File: src/hdl/flror_pkg.sv
// ----------------------------------------------------------------------------
// flror_pkg: shared types and constants for the fault log table
// Payload structs, command/status groups, item kinds and register indexes.
// ----------------------------------------------------------------------------
package flror_pkg;

   localparam int ENTRIES_DEF = 8;
   localparam int DATA_W      = 32;
   localparam int KIND_W      = 2;
   localparam int SLOT_W      = 3;
   localparam int CSR_IDX_W   = 1;

   localparam logic [DATA_W-1:0] ALL_ONES = 32'hFFFF_FFFF;

   // item kinds
   localparam logic [KIND_W-1:0] KIND_LOG   = 2'd0;
   localparam logic [KIND_W-1:0] KIND_CLEAR = 2'd1;
   localparam logic [KIND_W-1:0] KIND_READ  = 2'd2;

   // configuration register indexes
   localparam logic [CSR_IDX_W-1:0] CSR_STORE_EN = 1'd0;
   localparam logic [CSR_IDX_W-1:0] CSR_BOOT     = 1'd1;

   typedef struct packed {
      logic [KIND_W-1:0] kind;
      logic [DATA_W-1:0] fault_code;
      logic [DATA_W-1:0] fault_extra;
      logic [DATA_W-1:0] tick_now;
      logic [SLOT_W-1:0] entry_index;
   } req_type;

   typedef struct packed {
      logic [SLOT_W-1:0] written_slot;
      logic              did_write;
      logic [DATA_W-1:0] entry_code;
      logic [DATA_W-1:0] entry_extra;
      logic [DATA_W-1:0] entry_boot;
      logic [DATA_W-1:0] entry_tick;
      logic [DATA_W-1:0] newest_code;
      logic [DATA_W-1:0] recorded_last;
      logic [DATA_W-1:0] abnormal_count;
   } rsp_type;

   // one table row as stored in the ram
   typedef struct packed {
      logic [DATA_W-1:0] code;
      logic [DATA_W-1:0] extra;
      logic [DATA_W-1:0] boot;
      logic [DATA_W-1:0] tick;
   } slot_type;

   localparam int SLOT_BITS = $bits(slot_type);

   // controller to datapath
   typedef struct packed {
      logic capture;
      logic scan_step;
      logic scan_new;
      logic rd_entry;
      logic load_entry;
      logic wr_slot;
      logic clear;
      logic rsp_load;
   } cmd_type;

   // datapath to controller
   typedef struct packed {
      logic [KIND_W-1:0] kind;
      logic              store_en;
      logic              rd_in_range;
      logic              scan_last;
      logic              rsp_free;
   } sts_type;

endpackage

File: src/hdl/flror_ram.sv
// ----------------------------------------------------------------------------
// flror_ram: generic single-port-write, single-port-read ram
// One write and one registered read per cycle.
// ----------------------------------------------------------------------------
module flror_ram #(
   parameter int WIDTH = 32,
   parameter int DEPTH = 8
) (
   input  logic                     clock,
   input  logic                     wr_en,
   input  logic [$clog2(DEPTH)-1:0] wr_addr,
   input  logic [WIDTH-1:0]         wr_data,
   input  logic                     rd_en,
   input  logic [$clog2(DEPTH)-1:0] rd_addr,
   output logic [WIDTH-1:0]         rd_data
);

   logic [WIDTH-1:0] mem_ff [DEPTH];
   logic [WIDTH-1:0] rd_data_ff;

   always_ff @(posedge clock) begin
      if (wr_en) begin
         mem_ff[wr_addr] <= wr_data;
      end
      if (rd_en) begin
         rd_data_ff <= mem_ff[rd_addr];
      end
   end

   assign rd_data = rd_data_ff;

endmodule

File: src/hdl/flror_ctrl.sv
// ----------------------------------------------------------------------------
// flror_ctrl: sequencing state machine
// Walks one transaction through scan, write, read and result phases.
// ----------------------------------------------------------------------------
module flror_ctrl (
   input  logic               clock,
   input  logic               reset,
   input  logic               req_valid,
   output logic               req_ready,
   input  flror_pkg::sts_type sts,
   output flror_pkg::cmd_type cmd
);

   localparam logic [3:0] S_IDLE     = 4'd0;
   localparam logic [3:0] S_DECODE   = 4'd1;
   localparam logic [3:0] S_MIN_SCAN = 4'd2;
   localparam logic [3:0] S_MIN_TAIL = 4'd3;
   localparam logic [3:0] S_WRITE    = 4'd4;
   localparam logic [3:0] S_ENT_RD   = 4'd5;
   localparam logic [3:0] S_ENT_LD   = 4'd6;
   localparam logic [3:0] S_NEW_SCAN = 4'd7;
   localparam logic [3:0] S_NEW_TAIL = 4'd8;
   localparam logic [3:0] S_FINISH   = 4'd9;

   logic [3:0] state_ff;
   logic [3:0] state_in;

   assign req_ready = (state_ff == S_IDLE);

   always_comb begin
      state_in = state_ff;
      cmd      = '0;
      case (state_ff)
         S_IDLE: begin
            if (req_valid) begin
               cmd.capture = 1'b1;
               state_in    = S_DECODE;
            end
         end
         S_DECODE: begin
            case (sts.kind)
               flror_pkg::KIND_LOG: begin
                  state_in = sts.store_en ? S_MIN_SCAN : S_NEW_SCAN;
               end
               flror_pkg::KIND_CLEAR: begin
                  cmd.clear = 1'b1;
                  state_in  = S_NEW_SCAN;
               end
               flror_pkg::KIND_READ: begin
                  state_in = sts.rd_in_range ? S_ENT_RD : S_NEW_SCAN;
               end
               default: begin
                  state_in = S_NEW_SCAN;
               end
            endcase
         end
         S_MIN_SCAN: begin
            cmd.scan_step = 1'b1;
            if (sts.scan_last) begin
               state_in = S_MIN_TAIL;
            end
         end
         S_MIN_TAIL: begin
            state_in = S_WRITE;
         end
         S_WRITE: begin
            cmd.wr_slot = 1'b1;
            state_in    = S_NEW_SCAN;
         end
         S_ENT_RD: begin
            cmd.rd_entry = 1'b1;
            state_in     = S_ENT_LD;
         end
         S_ENT_LD: begin
            cmd.load_entry = 1'b1;
            state_in       = S_NEW_SCAN;
         end
         S_NEW_SCAN: begin
            cmd.scan_step = 1'b1;
            cmd.scan_new  = 1'b1;
            if (sts.scan_last) begin
               state_in = S_NEW_TAIL;
            end
         end
         S_NEW_TAIL: begin
            cmd.scan_new = 1'b1;
            state_in     = S_FINISH;
         end
         S_FINISH: begin
            if (sts.rsp_free) begin
               cmd.rsp_load = 1'b1;
               state_in     = S_IDLE;
            end
         end
         default: begin
            state_in = S_IDLE;
         end
      endcase
   end

   always_ff @(posedge clock) begin
      if (reset) begin
         state_ff <= S_IDLE;
      end else begin
         state_ff <= state_in;
      end
   end

endmodule

File: src/hdl/flror_dp.sv
// ----------------------------------------------------------------------------
// flror_dp: table datapath
// Slot ram with valid bits, scan comparator, counters and result register.
// ----------------------------------------------------------------------------
module flror_dp #(
   parameter int ENTRIES = flror_pkg::ENTRIES_DEF
) (
   input  logic                                clock,
   input  logic                                reset,
   input  flror_pkg::req_type                  req_data,
   input  logic                                csr_we,
   input  logic [flror_pkg::CSR_IDX_W-1:0]     csr_idx,
   input  logic [flror_pkg::DATA_W-1:0]        csr_wdata,
   input  flror_pkg::cmd_type                  cmd,
   output flror_pkg::sts_type                  sts,
   input  logic                                rsp_ready,
   output logic                                rsp_valid,
   output flror_pkg::rsp_type                  rsp_data
);

   localparam int IDX_W = $clog2(ENTRIES);

   // configuration
   logic                         store_en_ff;
   logic [flror_pkg::DATA_W-1:0] boot_ff;

   // latched transaction
   flror_pkg::req_type req_ff;

   // table state
   logic [ENTRIES-1:0]           valid_ff, valid_in;
   logic [flror_pkg::DATA_W-1:0] last_ff, last_in;
   logic [flror_pkg::DATA_W-1:0] count_ff, count_in;

   // scan
   logic [IDX_W-1:0]             cnt_ff, cnt_in;
   logic [IDX_W-1:0]             cmp_idx_ff;
   logic                         cmp_pend_ff;
   logic                         rd_valid_ff;
   logic [flror_pkg::DATA_W-1:0] best_ff, best_in;
   logic [IDX_W-1:0]             at_ff, at_in;
   logic [flror_pkg::DATA_W-1:0] top_ff, top_in;
   logic [flror_pkg::DATA_W-1:0] newest_ff, newest_in;

   // per-transaction result fields
   logic [flror_pkg::SLOT_W-1:0] wslot_ff;
   logic                         dwr_ff;
   flror_pkg::slot_type          entry_ff;

   // result register
   flror_pkg::rsp_type           rsp_ff;
   logic                         rsp_valid_ff;

   // ram
   logic [IDX_W-1:0]             rd_addr;
   logic                         rd_en;
   logic [flror_pkg::SLOT_BITS-1:0] rd_raw;
   flror_pkg::slot_type          row;
   flror_pkg::slot_type          wr_row;

   assign rd_en   = cmd.scan_step | cmd.rd_entry;
   assign rd_addr = cmd.rd_entry ? IDX_W'(req_ff.entry_index) : cnt_ff;
   assign wr_row  = '{code: req_ff.fault_code, extra: req_ff.fault_extra,
                      boot: boot_ff, tick: req_ff.tick_now};

   flror_ram #(
      .WIDTH (flror_pkg::SLOT_BITS),
      .DEPTH (ENTRIES)
   ) u_slot_ram (
      .clock   (clock),
      .wr_en   (cmd.wr_slot),
      .wr_addr (at_ff),
      .wr_data (wr_row),
      .rd_en   (rd_en),
      .rd_addr (rd_addr),
      .rd_data (rd_raw)
   );

   // rows never written since clear read as zero
   assign row = rd_valid_ff ? flror_pkg::slot_type'(rd_raw) : '0;

   // status
   assign sts.kind        = req_ff.kind;
   assign sts.store_en    = store_en_ff;
   assign sts.rd_in_range = 32'(req_ff.entry_index) < 32'(ENTRIES);
   assign sts.scan_last   = (cnt_ff == IDX_W'(ENTRIES - 1));
   assign sts.rsp_free    = ~rsp_valid_ff | rsp_ready;

   // table bookkeeping
   always_comb begin
      valid_in = valid_ff;
      last_in  = last_ff;
      count_in = count_ff;
      if (cmd.clear) begin
         valid_in = '0;
         last_in  = '0;
         count_in = '0;
      end else if (cmd.wr_slot) begin
         valid_in[at_ff] = 1'b1;
         last_in         = req_ff.fault_code;
         count_in        = count_ff + 32'd1;
      end
   end

   // scan compare, one row per cycle
   always_comb begin
      cnt_in    = cmd.scan_step ? cnt_ff + IDX_W'(1) : '0;
      best_in   = best_ff;
      at_in     = at_ff;
      top_in    = top_ff;
      newest_in = newest_ff;
      if (cmd.capture) begin
         best_in   = flror_pkg::ALL_ONES;
         at_in     = '0;
         top_in    = '0;
         newest_in = '0;
      end else if (cmp_pend_ff) begin
         if (cmd.scan_new) begin
            if (row.code != '0 && row.boot >= top_ff) begin
               top_in    = row.boot;
               newest_in = row.code;
            end
         end else if (row.boot < best_ff) begin
            best_in = row.boot;
            at_in   = cmp_idx_ff;
         end
      end
   end

   always_ff @(posedge clock) begin
      if (reset) begin
         store_en_ff  <= 1'b0;
         boot_ff      <= '0;
         valid_ff     <= '0;
         last_ff      <= '0;
         count_ff     <= '0;
         cnt_ff       <= '0;
         cmp_pend_ff  <= 1'b0;
         rsp_valid_ff <= 1'b0;
      end else begin
         if (csr_we) begin
            case (csr_idx)
               flror_pkg::CSR_STORE_EN: store_en_ff <= csr_wdata[0];
               flror_pkg::CSR_BOOT:     boot_ff     <= csr_wdata;
               default: begin
               end
            endcase
         end
         valid_ff    <= valid_in;
         last_ff     <= last_in;
         count_ff    <= count_in;
         cnt_ff      <= cnt_in;
         cmp_pend_ff <= cmd.scan_step;
         if (cmd.rsp_load) begin
            rsp_valid_ff <= 1'b1;
         end else if (rsp_ready) begin
            rsp_valid_ff <= 1'b0;
         end
      end
   end

   // payload registers
   always_ff @(posedge clock) begin
      cmp_idx_ff <= cnt_ff;
      best_ff    <= best_in;
      at_ff      <= at_in;
      top_ff     <= top_in;
      newest_ff  <= newest_in;
      if (rd_en) begin
         rd_valid_ff <= valid_ff[rd_addr];
      end
      if (cmd.capture) begin
         req_ff   <= req_data;
         wslot_ff <= '0;
         dwr_ff   <= 1'b0;
         entry_ff <= '0;
      end else begin
         if (cmd.wr_slot) begin
            wslot_ff <= flror_pkg::SLOT_W'(at_ff);
            dwr_ff   <= 1'b1;
         end
         if (cmd.load_entry) begin
            entry_ff <= row;
         end
      end
      if (cmd.rsp_load) begin
         rsp_ff.written_slot   <= wslot_ff;
         rsp_ff.did_write      <= dwr_ff;
         rsp_ff.entry_code     <= entry_ff.code;
         rsp_ff.entry_extra    <= entry_ff.extra;
         rsp_ff.entry_boot     <= entry_ff.boot;
         rsp_ff.entry_tick     <= entry_ff.tick;
         rsp_ff.newest_code    <= newest_ff;
         rsp_ff.recorded_last  <= last_ff;
         rsp_ff.abnormal_count <= count_ff;
      end
   end

   assign rsp_valid = rsp_valid_ff;
   assign rsp_data  = rsp_ff;

   // a clear empties the table and the counters at once
   a_clear_zero: assert property (@(posedge clock) disable iff (reset)
      cmd.clear |=> (valid_ff == '0 && last_ff == '0 && count_ff == '0))
      else $error("clear left table state behind");

   // the slot just written is marked valid
   a_write_valid: assert property (@(posedge clock) disable iff (reset)
      cmd.wr_slot |=> valid_ff[$past(at_ff)])
      else $error("written slot not marked valid");

   // each logged fault bumps the count by one
   a_write_count: assert property (@(posedge clock) disable iff (reset)
      cmd.wr_slot |=> (count_ff == $past(count_ff) + 32'd1))
      else $error("event count did not advance");

   // a result never loads over one that has not been taken
   a_no_overrun: assert property (@(posedge clock) disable iff (reset)
      cmd.rsp_load |-> (!rsp_valid_ff || rsp_ready))
      else $error("result register overrun");

endmodule

File: src/hdl/fault_log_ring_oldest_replace_core.sv
// ----------------------------------------------------------------------------
// fault_log_ring_oldest_replace_core: fault log table, oldest-entry replace
// Logs faults into the slot with the lowest boot number, clears, reads slots.
// ----------------------------------------------------------------------------
//
//   channel   ports              direction   moves
//   req       req_valid/ready    in          one log, clear or read transaction
//   rsp       rsp_valid/ready    out         one result per transaction
//   csr       csr_we/idx/wdata   in          store enable, boot number writes
//
// sequence: one transaction at a time through a single-read-port slot ram,
//   one row compared per cycle. a log scans for the oldest slot, writes it,
//   then scans for the newest code; a read fetches its slot, then scans for
//   the newest code; a clear or ignored log only scans for the newest code
// reset: synchronous, clears config, valid bits, last code and count; the
//   table reads as zero through its valid bits with no clearing pass
// stalls: the result sits in an output register, so a new transaction is
//   taken while the previous result waits; the block holds in its final
//   step only when that register is still full
//
module fault_log_ring_oldest_replace_core #(
   parameter int ENTRIES = flror_pkg::ENTRIES_DEF
) (
   input  logic                            clock,
   input  logic                            reset,
   // request transaction
   input  logic                            req_valid,
   output logic                            req_ready,
   input  flror_pkg::req_type              req_data,
   // result transaction
   output logic                            rsp_valid,
   input  logic                            rsp_ready,
   output flror_pkg::rsp_type              rsp_data,
   // configuration writes
   input  logic                            csr_we,
   input  logic [flror_pkg::CSR_IDX_W-1:0] csr_idx,
   input  logic [flror_pkg::DATA_W-1:0]    csr_wdata
);

   // command and status between sequencer and datapath
   flror_pkg::cmd_type cmd;
   flror_pkg::sts_type sts;

   // sequencer: decode, scan, write, read, result hand-off
   flror_ctrl u_ctrl (
      .clock     (clock),
      .reset     (reset),
      .req_valid (req_valid),
      .req_ready (req_ready),
      .sts       (sts),
      .cmd       (cmd)
   );

   // datapath: slot ram, valid bits, comparator, counters, result register
   flror_dp #(
      .ENTRIES (ENTRIES)
   ) u_dp (
      .clock     (clock),
      .reset     (reset),
      .req_data  (req_data),
      .csr_we    (csr_we),
      .csr_idx   (csr_idx),
      .csr_wdata (csr_wdata),
      .cmd       (cmd),
      .sts       (sts),
      .rsp_ready (rsp_ready),
      .rsp_valid (rsp_valid),
      .rsp_data  (rsp_data)
   );

endmodule
File: config.mk
export PLATFORM = sky130hd
export DESIGN_NAME = fault_log_ring_oldest_replace_core
export DESIGN_NICKNAME = d
export VERILOG_FILES = /design/src/hdl/flror_pkg.sv /design/src/hdl/flror_ram.sv /design/src/hdl/flror_ctrl.sv /design/src/hdl/flror_dp.sv /design/src/hdl/fault_log_ring_oldest_replace_core.sv
export SDC_FILE = /design/constraint.sdc
export NUM_CORES = 2
export LEC_CHECK = 0
export BUFFER_PORTS_ARGS = -buffer_cell sky130_fd_sc_hd__buf_4
export CORE_MARGIN = 10
export CORE_UTILIZATION = 40
export DETAILED_ROUTE_END_ITERATION = 16
export PLACE_DENSITY = 0.53
export SYNTH_ARGS = -nofsm -noshare
export SYNTH_HDL_FRONTEND = slang
export SYNTH_HIERARCHICAL = 1
export SYNTH_SLANG_ARGS = --single-unit
File: constraint.sdc
create_clock -name clock -period 20 [get_ports clock]
set_clock_uncertainty 0.1 [all_clocks]
set_input_delay 3 -clock clock [delete_from_list [all_inputs] [get_ports clock]]
set_output_delay 3 -clock clock [all_outputs]
set_load 0.03 [all_outputs]
======== After elaboration in Yosys (flattened, before gate mapping) ========
Memory sizes are Yosys's and may differ from the RTL's. A register that Yosys moved wholly into a read port is not among the register bits.
Cells that the tools add are included.
storage, ports and cells
  register bits ........................... 678
  bits in writable memories ............... 1024
  bits of input ports ..................... 139
  logic and storage cells ................. 110
  memories ................................ 1
operators by class
  $add $sub $neg .......................... 2
  magnitude comparators ................... 5
  equality and inequality tests ........... 16
  muxes and demuxes ....................... 28
  bitwise logic cells ..................... 7
  reduce and logical (&&, ||, !) cells .... 16
memory list
  name                    depth  bits a word  rd ports  clocked after memory_dff  wr ports  RTL line         source
  u_dp.u_slot_ram.mem_ff  8      128          1         1                         1         flror_ram.sv:18  logic [WIDTH-1:0] mem_ff [DEPTH];
operators by type and width
  kind                     number
  $mux W128                1
  $pmux W4 S9              1
  $add A32 B1 Y32 const B  1
  $ge A32 B32 Y1           1
  $lt A32 B32 Y1           1
  $reduce_bool A32 Y1      1
  $mux W1                  17
  $eq A4 B3 Y1 const B     4
  $mux W4                  4
  $reduce_or A2 Y1         5
  $eq A4 B2 Y1 const B     2
  $eq A4 B4 Y1 const B     2
  $lt A3 B4 Y1 const B     2
  $ne A2 B2 Y1 const B     4
  $or A8 B8 Y8             1
  $pmux W4 S2              1
  $mux W3                  2
  $reduce_and A3 Y1        2
  $eq A4 B1 Y1 const B     1
  $logic_not A4 Y1         1
  $not A1 Y1               4
  $reduce_and A2 Y1        2
  $reduce_and A4 Y1        1
  $add A3 B1 Y3 const B    1
  other kinds (10)         12

======== Longest topological paths before layout ========
  depth after elaboration ................. 5
  gate-level depth with buffers ........... 12
  depth with buffers taken out ............ 8

======== Hierarchy ========
The synthesis kept the hierarchy.
modules (own cells, without submodules)
  module      times used  cells an instance  area an instance (µm²)  seq. area each (µm²)
  flror_ram   1           1620               42836.1                 34593.2
  flror_dp    1           2195               26205.1                 16796.1
  flror_ctrl  1           50                 345.3                   80.1

======== Worst setup path before layout ========
No wires, ideal clock.
  path kind ............................... input-to-reg
  start ................................... input req_valid
  end ..................................... register u_dp/entry_ff[100] in the netlist's numbering
  library setup time ...................... 128 ps
  arrival ................................. 14110 ps
  required time ........................... 19772 ps
  slack ................................... 5663 ps
  stages on the path ...................... 7
  path buffers ............................ 4
  cell sequence ........................... inv_1 -> nor4_1 -> clkbuf_1 -> clkbuf_1 -> clkbuf_1 -> buf_1 -> nor2_1
RTL lines
  element               RTL line                                  source
  from (decl)           fault_log_ring_oldest_replace_core.sv:27  input logic req_valid,
  to (signal assigned)  flror_dp.sv:183                           entry_ff <= row;
  to (decl)             flror_dp.sv:48                            flror_pkg::slot_type entry_ff;

==> flow_summary.json <==
{
  "drt-total-wl_mm": 167,
  "holdWs_ns": 0.291,
  "fin_nets": 4456,
  "slowest_stage": "buf_4",
  "syn_nets": 4068,
  "clock_sinks": 1830,
  "fin_crit_ns": 5.82,
  "grt_first_pass_wirelength_mm": 248,
  "crit_arrival_ns": 6.38,
  "syn_area_mm2": 0.0694,
  "worst-setup-path-type": "in -> reg",
  "synth.avg_cell_area_um2": 18.0,
  "ys_ff_latch": 1830,
  "cts_hold_buffers": 0,
  "synth-main-ff-cell": "edfxtp_1",
  "drive_above_1_share_pct": 24.0,
  "endpoint": "u_dp/top_ff[25]",
  "cp_common_cell": "buf_4",
  "htreeDepth": 4,
  "insertion_delay_ns": 0.83,
  "hold_viol": 0,
  "ios": 369,
  "setup_viol": 0,
  "maxSlewViolCount": 0,
  "final_core_util_pct": 46.9,
  "fillers": 14700,
  "grt_pass1_vias": 36800,
  "cp-end-kind": "flip-flop",
  "design.die.area_mm2": 0.191,
  "die_h_um": 436,
  "viasPerCell": 5.26,
  "vias": 35400,
  "rr_startpoint": "u_ctrl/state_ff[0]",
  "yosysSeqAreaShare_pct": 74.2,
  "layout_common_cells": "edfxtp_1, buf_4, dfxtp_1",
  "max-vdd-ir-drop_mv": 0.0816,
  "place_congestion": 0.771,
  "max_stage_delay_ns": 0.77,
  "final_common_cell": "edfxtp_1",
  "worst_pin_slew_ns": 1.11,
  "cts_buffers": 189,
  "die_w_um": 436,
  "synth_top_area_cell": "edfxtp_1",
  "fmax_mhz": 172,
  "synth.area.top_cells": "edfxtp_1, dfxtp_1, mux4_2",
  "cts_root_buf": "clkbuf_16",
  "area_delta_synth_final_pct": 16.3,
  "cts_tree": "built",
  "grt_start_max_net_pins": 128,
  "crit_buf_inv": 5,
  "clkTransAtPathRegs_ns": 0.07,
  "r2r-end": "u_dp/u_slot_ram/rd_data[80]",
  "wire_per_inst_um": 24.9,
  "cp.required_ns": 20.56,
  "port-buffer-count": 368,
  "antenna_found_initial": 2,
  "floorplan.initialDensity_pct": 40.3,
  "ys_async_sr_fraction_pct": 0,
  "gr-total-overflow": 0,
  "cp_num_cells": 9,
  "dr.pass1.iters": 5,
  "clk_path_buf_depth": 3,
  "finalCritPeriodShare_pct": 29.1,
  "relSlewSlack_pct": 26.1,
  "synthDistinctLibCells": 67,
  "grt_usage_pct": 17.2,
  "drtIter0Drc": 2299,
  "cts_setup_buffers": 0,
  "coreArea_mm2": 0.172,
  "post_cts_resized": 0,
  "setup_tns_ns": 0,
  "final_area_mm2": 0.0807,
  "drv_cap": 0,
  "rsz0062_at_grt": "false",
  "core.rowCount": 152,
  "rrSetupSlack_ns": 14.58,
  "ant_nets": 0,
  "hold_path_class": "reg -> reg",
  "power_w": 0.0105,
  "synth_top_area_share_pct": 64.1,
  "synth_edf_count": 1482,
  "hpwl_mm": 97.1,
  "crit_fanout": 85,
  "startpoint_type": "primary input",
  "crit_start": "req_valid",
  "cp_top_family": "buffers and inverters",
  "ff2ff_path_depth": 8,
  "drcViolationCount": 0,
  "syn_inst": 3865,
  "outcome": "complete, no violations",
  "ys_warn_count": 6,
  "dpl_cell_area_mm2": 0.0743,
  "p_leak_nw": 27.4,
  "power_density_mw_per_mm2": 130,
  "path_cells": "buf_4, inv_1, nor4_2, buf_4, buf_4, buf_4, nand3b_1, a2bb2oi_1, o211ai_1"
}
cells in the mapped netlist, drive strengths merged, types with 4 or more instances:
master / instances
nand2b: 18
nor4: 24
a31oi: 5
nand4: 16
nand2: 97
xor2: 12
o21ai: 17
edfxtp: 1482
o211ai: 65
mux4: 256
a211o: 31
xnor2: 15
and2: 37
ha: 64
and4: 37
a21oi: 166
nand3: 21
mux2i: 76
nor2b: 137
dfxtp: 348
mux2: 131
nor2: 251
nor3: 10
or3: 7
and3: 6
clkbuf: 156
inv: 73
buf: 78
nand3b: 63
o2111ai: 65
a21o: 8
a2bb2oi: 64
or2: 4
routing by layer:
metal / vias to the layer above / track usage (%) / wire (µm) / part of all wire (%)
met5: - / 0 / 0 / 0
met4: 0 / 4.13 / 2920 / 1.7
met3: 205 / 2.79 / 6350 / 3.8
met2: 688 / 30.4 / 86800 / 52
met1: 18500 / 22.0 / 71300 / 43
li1: 16000 / - / - / -
stage by stage:
stage	setup slack [ns]	cells
after floorplan	5.66	3865
after global placement	13.38	6372
after detailed placement	13.37	6372
after CTS	14.28	6726
after global routing	13.98	6726
final	14.18	6728
worst reg2reg max path, delay by kind of cell, from the launching register on:
kind	cells	cell delay (ns)
AND/OR/NAND/NOR	2	0.57
multiplexers	3	1.34
flip-flops	1	0.68
buffers and inverters	3	2.46
state kept, by name, summed over array words and instances, names as in the netlist, 2 cells and up:
register                 count
u_dp/u_slot_ram/mem_ff    1024
u_dp/rsp_data              228
u_dp/entry_ff              128
u_dp/u_slot_ram/rd_data    128
u_dp/req_ff                 99
u_dp/best_ff                32
u_dp/boot_ff                32
u_dp/count_ff               32
u_dp/last_ff                32
u_dp/newest_ff              32
u_dp/top_ff                 32
u_dp/valid_ff                8
u_ctrl/state_ff              4
u_dp/at_ff                   3
u_dp/cmp_idx_ff              3
u_dp/cnt_ff                  3
u_dp/wslot_ff                3
u_dp/sts                     2
how the worst min path moves through the flow:
stage,endpoint,cells past startpoint,startpoint,slack (ns)
floorplan,u_dp/cmp_idx_ff[2],0,u_dp/cnt_ff[2],0.25
CTS,u_dp/cmp_idx_ff[1],0,u_dp/cnt_ff[1],0.29
detailed placement,u_dp/cmp_idx_ff[1],0,u_dp/cnt_ff[1],0.28
global route,u_dp/cmp_idx_ff[2],0,u_dp/cnt_ff[2],0.30
global placement,u_dp/cmp_idx_ff[1],0,u_dp/cnt_ff[1],0.27
finish,u_dp/cmp_idx_ff[2],0,u_dp/cnt_ff[2],0.29
cell type report:
cell class	count	area, µm²	share of cell area (%)
Timing Repair Buffer	431	3260	4.04
Inverter	74	290	0.360
Antenna cell	2	5.00	0.00620
Clock inverter	97	1110	1.38
Tap cell	2310	2890	3.58
Multi-Input combinational cell	1727	16400	20.4
Sequential cell	1830	51500	63.8
Clock buffer	257	5200	6.45
power breakdown:
group | total (W) | internal, W | switching (W)
clock network | 0.00356 | 0.00210 | 0.00146
registers | 0.00512 | 0.00478 | 0.000344
logic | 0.00181 | 0.000778 | 0.00103
logic make-up (layout without fill, tap and decap cells):
group	after synthesis	after routing	synth area share, %
xor+xnor	27	27	0.341
buf+inv	308	859	2.38
flops	1830	1830	74.2
other cells	1	3	0.00540
fa+ha+maj	65	65	1.17
mux	463	463	11.9
compound gates	440	440	4.42
simple gates	731	731	5.59
(Power assumes the default switching activity.)
